File: config.mk
export PLATFORM = sky130hd
export DESIGN_NAME = morse_element_classifier
export DESIGN_NICKNAME = d
export VERILOG_FILES = /design/src/hw/rtl/mec_pkg.sv /design/src/hw/rtl/mec_in_stage.sv /design/src/hw/rtl/mec_classify.sv /design/src/hw/rtl/mec_out_stage.sv /design/src/hw/rtl/morse_element_classifier.sv
export SDC_FILE = /design/constraint.sdc
export NUM_CORES = 1
export LEC_CHECK = 0
export ABC_AREA = 1
export BUFFER_PORTS_ARGS = -buffer_cell sky130_fd_sc_hd__clkbuf_2
export CORE_ASPECT_RATIO = 1.4
export CORE_MARGIN = 2
export CORE_UTILIZATION = 35
export DETAILED_ROUTE_END_ITERATION = 8
export SLEW_MARGIN = 20
export SYNTH_ARGS = -nofsm -noshare
export SYNTH_HDL_FRONTEND = slang
export SYNTH_SLANG_ARGS = --single-unit
File: constraint.sdc
create_clock -name i_clk -period 19.9 [get_ports i_clk]
set_clock_uncertainty 0.2 [all_clocks]
set_input_delay 4.975 -clock i_clk [delete_from_list [all_inputs] [get_ports i_clk]]
set_output_delay 4.975 -clock i_clk [all_outputs]
set_load 0.005 [all_outputs]
File: src/hw/rtl/mec_pkg.sv
`timescale 1ns / 1ps
// ----------------------------------------------------------------------------
// Morse element classifier package
// Shared widths, element codes and the item and result records.
// ----------------------------------------------------------------------------
package mec_pkg;

    localparam int TIME_W = 16;
    localparam int TOL_W  = 4;
    localparam int EL_W   = 3;

    localparam logic [EL_W-1:0] EL_DOT        = 3'd0;
    localparam logic [EL_W-1:0] EL_DASH       = 3'd1;
    localparam logic [EL_W-1:0] EL_BAD_PULSE  = 3'd2;
    localparam logic [EL_W-1:0] EL_CHAR_SPACE = 3'd3;
    localparam logic [EL_W-1:0] EL_WORD_SPACE = 3'd4;
    localparam logic [EL_W-1:0] EL_CAL_DONE   = 3'd5;

    typedef struct packed {
        logic              key_level;
        logic [TIME_W-1:0] time_stamp;
        logic              calibrate_req;
    } t_item;

    typedef struct packed {
        logic [EL_W-1:0]   element;
        logic [TIME_W-1:0] width;
        logic [TIME_W-1:0] dot_ticks;
    } t_result;

endpackage

File: src/hw/rtl/mec_in_stage.sv
`timescale 1ns / 1ps
// ----------------------------------------------------------------------------
// Morse element classifier input stage
// Holds one accepted sample until the classifier takes it.
// ----------------------------------------------------------------------------
module mec_in_stage (
    input  logic           i_clk,
    input  logic           i_rst_n,
    input  logic           i_valid,
    output logic           o_ready,
    input  mec_pkg::t_item i_item,
    output logic           o_valid,
    output mec_pkg::t_item o_item,
    input  logic           i_take
);
    import mec_pkg::*;

    logic  r_valid;
    t_item r_item;

    assign o_ready = !r_valid || i_take;
    assign o_valid = r_valid;
    assign o_item  = r_item;

    always_ff @(posedge i_clk) begin
        if (!i_rst_n) begin
            r_valid <= 1'b0;
        end else if (o_ready) begin
            r_valid <= i_valid;
        end
    end

    always_ff @(posedge i_clk) begin
        if (i_valid && o_ready) begin
            r_item <= i_item;
        end
    end

endmodule

File: src/hw/rtl/mec_classify.sv
`timescale 1ns / 1ps
// ----------------------------------------------------------------------------
// Morse element classifier core
// Edge timing, dot calibration and element matching in one pass per sample.
// ----------------------------------------------------------------------------
module mec_classify (
    input  logic                      i_clk,
    input  logic                      i_rst_n,
    input  logic                      i_cfg_we,
    input  logic [mec_pkg::TOL_W-1:0] i_cfg_data,
    input  logic                      i_fire,
    input  mec_pkg::t_item            i_item,
    output logic                      o_res_valid,
    output mec_pkg::t_result          o_res
);
    import mec_pkg::*;

    localparam logic [2:0] M_CAL_RISE   = 3'd0;
    localparam logic [2:0] M_CAL_FALL   = 3'd1;
    localparam logic [2:0] M_START_RISE = 3'd2;
    localparam logic [2:0] M_START_FALL = 3'd3;
    localparam logic [2:0] M_DEC_RISE   = 3'd4;
    localparam logic [2:0] M_DEC_FALL   = 3'd5;

    localparam int BND_W = TIME_W + 5;

    logic [TOL_W-1:0]  r_tol;
    logic [2:0]        r_mode, n_mode;
    logic              r_prev;
    logic [TIME_W-1:0] r_rise, n_rise;
    logic [TIME_W-1:0] r_fall, n_fall;
    logic [TIME_W-1:0] r_first, n_first;
    logic [TIME_W-1:0] r_dot, n_dot;

    logic                    rise, fall;
    logic [TIME_W-1:0]       w_pulse, w_gap;
    logic signed [BND_W-1:0] lo1, hi1, lo3, hi3, lo7, hi7;
    logic [29:0]             cal_a, cal_b;
    logic [TIME_W+1:0]       three_b;
    logic                    emit;
    logic [EL_W-1:0]         el;
    logic [TIME_W-1:0]       el_w;

    function automatic logic near(input logic [TIME_W-1:0] w,
                                  input logic signed [BND_W-1:0] lo,
                                  input logic signed [BND_W-1:0] hi);
        logic signed [BND_W-1:0] sw;
        sw = $signed({5'b0, w});
        return (sw >= lo) && (sw <= hi);
    endfunction

    assign rise    = (i_item.key_level != r_prev) && i_item.key_level;
    assign fall    = (i_item.key_level != r_prev) && !i_item.key_level;
    assign w_pulse = i_item.time_stamp - r_rise;
    assign w_gap   = i_item.time_stamp - r_fall;

    assign lo1 = $signed({5'b0, r_dot}) - $signed({{(BND_W-TOL_W){1'b0}}, r_tol});
    assign hi1 = $signed({5'b0, r_dot}) + $signed({{(BND_W-TOL_W){1'b0}}, r_tol});
    assign lo3 = lo1 + (lo1 <<< 1);
    assign hi3 = hi1 + (hi1 <<< 1);
    assign lo7 = (lo1 <<< 3) - lo1;
    assign hi7 = (hi1 <<< 3) - hi1;

    assign cal_a   = 30'(r_first) * 30'd10000;
    assign cal_b   = 30'(w_pulse) * 30'd3333;
    assign three_b = 18'(w_pulse) + (18'(w_pulse) << 1);

    always_comb begin
        n_mode  = r_mode;
        n_rise  = r_rise;
        n_fall  = r_fall;
        n_first = r_first;
        n_dot   = r_dot;
        emit    = 1'b0;
        el      = EL_DOT;
        el_w    = w_pulse;
        if (i_item.calibrate_req) begin
            if (r_mode >= M_START_RISE) begin
                n_mode = M_CAL_RISE;
            end
        end else begin
            case (r_mode)
                M_CAL_RISE: begin
                    if (rise) begin
                        n_rise = i_item.time_stamp;
                        n_mode = M_CAL_FALL;
                    end
                end
                M_CAL_FALL: begin
                    if (fall) begin
                        n_fall = i_item.time_stamp;
                        n_mode = M_CAL_RISE;
                        el     = EL_CAL_DONE;
                        if (r_first == '0) begin
                            n_first = w_pulse;
                        end else if (cal_a <= cal_b) begin
                            n_dot  = r_first;
                            n_mode = M_START_RISE;
                            emit   = 1'b1;
                        end else if ({2'b0, r_first} >= three_b) begin
                            n_dot  = w_pulse;
                            n_mode = M_START_RISE;
                            emit   = 1'b1;
                        end else begin
                            n_first = w_pulse;
                        end
                    end
                end
                M_START_RISE, M_DEC_RISE: begin
                    if (rise) begin
                        n_rise = i_item.time_stamp;
                        n_mode = (r_mode == M_DEC_RISE) ? M_DEC_FALL : M_START_FALL;
                        el_w   = w_gap;
                        if (w_gap != r_dot) begin
                            if (near(w_gap, lo3, hi3)) begin
                                n_mode = M_DEC_FALL;
                                el     = EL_CHAR_SPACE;
                                emit   = 1'b1;
                            end else if (near(w_gap, lo7, hi7)) begin
                                n_mode = M_DEC_FALL;
                                el     = EL_WORD_SPACE;
                                emit   = 1'b1;
                            end
                        end
                    end
                end
                M_START_FALL: begin
                    if (fall) begin
                        n_fall = i_item.time_stamp;
                        n_mode = M_START_RISE;
                    end
                end
                M_DEC_FALL: begin
                    if (fall) begin
                        n_fall = i_item.time_stamp;
                        n_mode = M_DEC_RISE;
                        emit   = 1'b1;
                        if (near(w_pulse, lo1, hi1)) begin
                            el = EL_DOT;
                        end else if (near(w_pulse, lo3, hi3)) begin
                            el = EL_DASH;
                        end else begin
                            el = EL_BAD_PULSE;
                        end
                    end
                end
                default: begin
                    n_mode = M_CAL_RISE;
                end
            endcase
        end
    end

    assign o_res_valid     = i_fire && emit;
    assign o_res.element   = el;
    assign o_res.width     = el_w;
    assign o_res.dot_ticks = n_dot;

    always_ff @(posedge i_clk) begin
        if (!i_rst_n) begin
            r_tol   <= TOL_W'(1);
            r_mode  <= M_CAL_RISE;
            r_prev  <= 1'b0;
            r_rise  <= '0;
            r_fall  <= '0;
            r_first <= '0;
            r_dot   <= '0;
        end else begin
            if (i_cfg_we) begin
                r_tol <= i_cfg_data;
            end
            if (i_fire) begin
                r_mode  <= n_mode;
                r_prev  <= i_item.key_level;
                r_rise  <= n_rise;
                r_fall  <= n_fall;
                r_first <= n_first;
                r_dot   <= n_dot;
            end
        end
    end

endmodule

File: src/hw/rtl/mec_out_stage.sv
`timescale 1ns / 1ps
// ----------------------------------------------------------------------------
// Morse element classifier result register
// Holds one result until the downstream side takes the transfer.
// ----------------------------------------------------------------------------
module mec_out_stage (
    input  logic             i_clk,
    input  logic             i_rst_n,
    input  logic             i_load,
    input  mec_pkg::t_result i_res,
    output logic             o_space,
    output logic             o_valid,
    output mec_pkg::t_result o_res,
    input  logic             i_ready
);
    import mec_pkg::*;

    logic    r_valid;
    t_result r_res;

    assign o_space = !r_valid || i_ready;
    assign o_valid = r_valid;
    assign o_res   = r_res;

    always_ff @(posedge i_clk) begin
        if (!i_rst_n) begin
            r_valid <= 1'b0;
        end else if (i_load) begin
            r_valid <= 1'b1;
        end else if (i_ready) begin
            r_valid <= 1'b0;
        end
    end

    always_ff @(posedge i_clk) begin
        if (i_load) begin
            r_res <= i_res;
        end
    end

endmodule

File: src/hw/rtl/morse_element_classifier.sv
`timescale 1ns / 1ps
// ----------------------------------------------------------------------------
// Morse element classifier
// Times key edges, learns the dot length and reports dots, dashes, spaces, bad pulses and the end of calibration.
//
//   channel   handshake              payload
//   input     i_valid / o_ready      i_key_level, i_time_stamp, i_calibrate_req
//   result    o_valid / i_ready      o_element, o_width, o_dot_ticks
//   config    i_cfg_we               i_cfg_data (tolerance)
//
// One sample per cycle unless the result stalls; the core works on the input
// register and loads the result register, which drives o_valid.
// Synchronous active-low reset; tolerance resets to 1.
// A stalled result holds the core, and the input register then fills and
// drops o_ready.
// ----------------------------------------------------------------------------
module morse_element_classifier (
    input  logic                       i_clk,
    input  logic                       i_rst_n,
    input  logic                       i_valid,
    output logic                       o_ready,
    input  logic                       i_key_level,
    input  logic [mec_pkg::TIME_W-1:0] i_time_stamp,
    input  logic                       i_calibrate_req,
    output logic                       o_valid,
    input  logic                       i_ready,
    output logic [mec_pkg::EL_W-1:0]   o_element,
    output logic [mec_pkg::TIME_W-1:0] o_width,
    output logic [mec_pkg::TIME_W-1:0] o_dot_ticks,
    input  logic                       i_cfg_we,
    input  logic [mec_pkg::TOL_W-1:0]  i_cfg_data
);
    import mec_pkg::*;

    t_item   in_item, held_item;
    t_result core_res, out_res;
    logic    held_valid, out_space, fire, res_valid;

    assign in_item.key_level     = i_key_level;
    assign in_item.time_stamp    = i_time_stamp;
    assign in_item.calibrate_req = i_calibrate_req;
    assign fire                  = held_valid && out_space;

    mec_in_stage u_in (
        .i_clk   (i_clk),
        .i_rst_n (i_rst_n),
        .i_valid (i_valid),
        .o_ready (o_ready),
        .i_item  (in_item),
        .o_valid (held_valid),
        .o_item  (held_item),
        .i_take  (fire)
    );

    mec_classify u_core (
        .i_clk       (i_clk),
        .i_rst_n     (i_rst_n),
        .i_cfg_we    (i_cfg_we),
        .i_cfg_data  (i_cfg_data),
        .i_fire      (fire),
        .i_item      (held_item),
        .o_res_valid (res_valid),
        .o_res       (core_res)
    );

    mec_out_stage u_out (
        .i_clk   (i_clk),
        .i_rst_n (i_rst_n),
        .i_load  (res_valid),
        .i_res   (core_res),
        .o_space (out_space),
        .o_valid (o_valid),
        .o_res   (out_res),
        .i_ready (i_ready)
    );

    assign o_element   = out_res.element;
    assign o_width     = out_res.width;
    assign o_dot_ticks = out_res.dot_ticks;

endmodule

Yosys cells after proc, flatten, opt, wreduce, memory -nomap -nowiden
Cells that the tools add are included.
{ "word_totals": {"regBits": 127, "in_bits": 27, "out_inout_bits": 37} }
{ "op_classes": {"n_addsub": 9, "mul": 2, "n_lt_le_gt_ge": 11, "n_eq_ne": 15, "mux": 49, "n_bitwise": 1, "n_reduce_logical": 24} }
{ "ops": {"columns": ["operator", "count"], "rows": [
  ["16-bit 2-to-1 mux", 12],
  ["17-bit by 21-bit greater-or-equal comparator with 1-bit output", 4],
  ["17-bit by 21-bit less-or-equal comparator with 1-bit output", 4],
  ["3-bit 2-to-1 mux", 20],
  ["21-bit adder", 2],
  ["21-bit subtractor", 2],
  ["16-bit subtractor", 2],
  ["30-bit by 28-bit less-or-equal comparator with 1-bit output", 1],
  ["16-bit by 12-bit multiplier with 28-bit output, second input constant", 1],
  ["16-bit by 10-bit multiplier with 26-bit output, second input constant", 1],
  ["16-bit by 17-bit adder with 18-bit output", 1],
  ["16-bit by 18-bit greater-or-equal comparator with 1-bit output", 1],
  ["16-bit by 4-bit adder with 17-bit output", 1],
  ["16-bit by 4-bit subtractor with 17-bit output", 1],
  ["16-bit zero test", 1],
  ["16-bit != test", 1],
  ["3-bit by 2-bit != test with 1-bit output, second input constant", 5],
  ["3-bit case mux with 5 select lines", 1],
  ["1-bit 2-to-1 mux", 12],
  ["1-bit logical AND", 9],
  ["3-bit case mux with 3 select lines", 1],
  ["4-bit AND reduction", 2],
  ["7-bit AND reduction", 1],
  ["3-bit by 2-bit equality test with 1-bit output, second input constant", 2],
  ["15 further kinds", 23]
]} }

Depth between registers and ports, before layout
{ "logic_depth": {"depth_word": 12, "depth_mapped": 46} }

Cells and area by module
A second synthesis with hierarchy kept.
{ "hier_totals": {"hier_cells": 3225, "area_unflattened_um2": 22547.9} }
{ "by_module_without_submodules": {"columns": ["mod", "instances", "cells_per_inst", "area_each_um2"], "rows": [
  ["mec_classify", 1, 3157, 20851.2],
  ["mec_out_stage", 1, 41, 1097.3],
  ["mec_in_stage", 1, 25, 591.8],
  ["morse_element_classifier", 1, 2, 7.5]
]} }

Worst setup path after synthesis
OpenSTA, ideal clock, no wires.
{ "synth_path": {"path_kind": "input-to-output", "start": "input i_ready", "end": "output o_ready", "arrival_ps": 5124, "slack_ps": 9601, "cell_stages": 2, "cell_sequence": "inv_1 > nand3_1"} }
{ "synth_via": {"elab_chain_cells": 3} }
{ "synth_rtl": {"columns": ["element", "line", "text"], "rows": [
  ["from (decl)", "morse_element_classifier.sv:26", "input logic i_ready,"],
  ["1-bit logical OR", "mec_out_stage.sv:21", "assign o_space = !r_valid || i_ready;"],
  ["1-bit logical AND", "morse_element_classifier.sv:42", "assign fire = held_valid && out_space;"],
  ["1-bit logical OR", "mec_in_stage.sv:21", "assign o_ready = !r_valid || i_take;"],
  ["to (decl)", "morse_element_classifier.sv:21", "output logic o_ready,"]
]} }
No other way between the ends.

Worst setup path after layout
Ends and elaborated chain as after synthesis.

==> impl_metrics.yaml <==
hold_path:
  hold_end: "u_core.r_rise[5]$_SDFFE_PN0P_"
  hold_path_class: "flop to flop"
  min_path_cells: 2
  min_from: "u_core.r_rise[5]$_SDFFE_PN0P_"
synthesis:
  synth_edf_count: 53
  syn_nets: 3662
  syn_area_sq_um: 21800
  syn_inst: 3100
  ys_seq_area_share_pct: 14.1
  synthArstFlopShare_pct: 0
  synth-seq-cells: 127
  synthFlopType: "dfxtp_1"
  synth.distinct_cells: 53
  synth_warnings: 0
  syn_area_per_cell_sq_um: 7.02
timing:
  post-route-period-util_pct: 52.8
  holdWs_ps: 259
  maxSlewViolCount: 0
  rsz0062_at_grt: "no"
  final-hold-violation-count: 0
  max_freq_mhz: 95.1
  setup_viol: 0
  worst_pin_slew_ps: 1090
  min_period_ps: 10520
  tns_ps: 0
  setup_slack_ps: 9380
  relSlewSlack_pct: 27.4
worst_setup_path:
  reg2reg_depth: 41
  reg2reg_from: "u_in.o_item[2]$_DFFE_PP_"
  endpoint_kind: "output pin"
  worstSetupPathType: "primary input to output pin"
  startpoint_type: "primary input"
  crit_arrival_ps: 5340
  setup.worst_path.start: "i_ready"
  r2r_end: "u_core.r_dot[14]$_SDFFE_PN0P_"
  cp_max_fo: 3
  r2r_setup_slack_ps: 9910
  cp.required_ps: 14730
global_route:
  grt_max_degree: 41
  grt_pass1_vias: 20200
  overflow: 0
  antenna_found_initial: 1
  grt_pass1_wl_um: 110000
  grt_use_total_pct: 22.1
power_and_ir_drop:
  p_per_area_nw_per_um2: 136
  vdd_drop_max_uv: 94.3
  p_leak_nw: 12.6
routing:
  first_iter_violations: 1196
  dr.pass1.iters: 6
  drc_errors: 0
  vias: 20400
  wl_um: 71200
  wl_per_cell_um: 17.8
  ant_nets: 0
  vias_per_cell: 5.10
place:
  placed_cells: 3966
  place_area_sq_um: 23100
  place_congestion: 0.967
  io_buffers: 63
  place_worst_setup_slack_ps: 9380
  dp_hpwl_um: 58300
cts:
  clock-sinks: 127
  numCtsBuffers: 17
  post_cts_buffers: 0
  cts.path.max_buffers: 2
  htreeDepth: 4
  path_clk_slew_ps: 60
  cts_resized: 0
  clockRootBuffer: "clkbuf_16"
  cts_tree: "done"
  ctsHoldBuffers: 0
  clk_latency_ps: 440
job:
  drv_cap: 0
die:
  core_area_sq_um: 61800
  placementRows: 108
  pin_count: 64
  die_w_um: 215
  die_y_um: 299
  die_area_sq_um: 64200
  initial_utilization_pct: 35.2
finish:
  layout-area-overhead-vs-synth_pct: 8.91
  postLayoutCellArea_sq_um: 23700
  layout_common_cells: "nand2_1 (678), inv_1 (535), ha_1 (452)"
  fin_cells: 3998
  diodes: 0
  nNetsFinal: 3722
  final_common_cell: "nand2_1"
  final_layout_size_suffix_gt1_share_pct: 4.70
outcome:
  outcome: "finished clean"
-- kinds of logic (layout without fill, tap and decap cells) --
logic type	after synthesis	in the layout	synth area share [%]
AOI/OAI and AO/OA	528	528	13.2
xor gates and xnor gates	154	154	6.30
adders and majority gates	536	536	33.7
buffers and inverters	585	658	10.2
DFF	127	127	14.1
and+or+nand+nor	1170	1170	22.5
-- critical path, cell delays in order --
cell      delay [ps]
clkbuf_2          80
inv_1             60
nand3_1          100
clkbuf_2         130
-- cells in the mapped netlist (7+ instances only) --
master | number | area [sq um]
ha_1 | 452 | 5660
nand3b_1 | 7 | 52.6
o21ai_1 | 54 | 270
edfxtp_1 | 53 | 1590
o21ai_0 | 127 | 636
clkbuf_1 | 26 | 97.6
a21o_1 | 10 | 75.1
nor4_1 | 12 | 75.1
a211oi_1 | 14 | 105
nand2_1 | 678 | 2540
nor2_1 | 202 | 758
inv_1 | 536 | 2010
fa_1 | 83 | 1660
a31oi_1 | 14 | 87.6
o21bai_1 | 8 | 60.1
or2_2 | 7 | 43.8
a21oi_1 | 267 | 1340
nand3_1 | 159 | 796
nor3_1 | 41 | 205
nand4_1 | 50 | 313
xnor2_1 | 57 | 499
xor2_1 | 95 | 832
buf_2 | 10 | 50.1
dfxtp_1 | 74 | 1480
-- sequential cells by signal, indices dropped and copies added, names as in the netlist --
| register | count |
|---|---|
| u_out.o_res | 35 |
| u_out.o_valid | 1 |
| u_in.o_item | 18 |
| u_core.r_mode | 3 |
| u_core.r_tol | 4 |
| u_core.r_prev | 1 |
| u_in.o_valid | 1 |
| u_core.r_first | 16 |
| u_core.r_fall | 16 |
| u_core.r_rise | 16 |
| u_core.r_dot | 16 |
-- worst max path at each step --
stage / to / slack [ps] / depth (start not counted)
2_1_floorplan: o_ready / 9600 / 2
3_3_place_gp: o_ready / 9380 / 4
3_5_place_dp: o_ready / 9380 / 4
4_1_cts: o_ready / 9380 / 4
5_1_grt: u_core.r_dot[14]$_SDFFE_PN0P_ / 9250 / 41
6_report: o_ready / 9380 / 4
-- where the power goes --
part / total (mW) / leakage (nW) / switching, mW / internal, mW
Clock: 0.322 / 0.293 / 0.143 / 0.179
Sequential: 0.295 / 1.10 / 0.0139 / 0.281
Combinational: 2.60 / 11.2 / 1.60 / 0.998
-- cell type report --
class                           count  area [sq um]
Multi-Input combinational cell   2388         16500
Sequential cell                   127          3070
Clock buffer                       17           425
Clock inverter                     15           170
Tap cell                          825          1030
Inverter                          541          2030
Fill cell                        6652         38100
Timing Repair Buffer               85           480
-- metrics by stage --
stage                     utilization [%]  total power, mW
final                                38.4             3.21
after floorplan                         -             2.27
after detailed placement             37.4             2.89
after CTS                            38.4             3.23
after global routing                 38.4             3.63
after global placement               37.4             2.87
-- per-layer routing --
| layer | routed length (um) | vias to the layer above | GRT usage [%] |
|---|---|---|---|
| li1 | - | 10300 | - |
| met1 | 27900 | 9368 | 24.0 |
| met2 | 35500 | 485 | 40.9 |
| met3 | 2600 | 193 | 2.23 |
| met4 | 5250 | 2 | 14.2 |
| met5 | 16 | - | 0 |
Note: power is estimated with default switching activity, not from simulation.
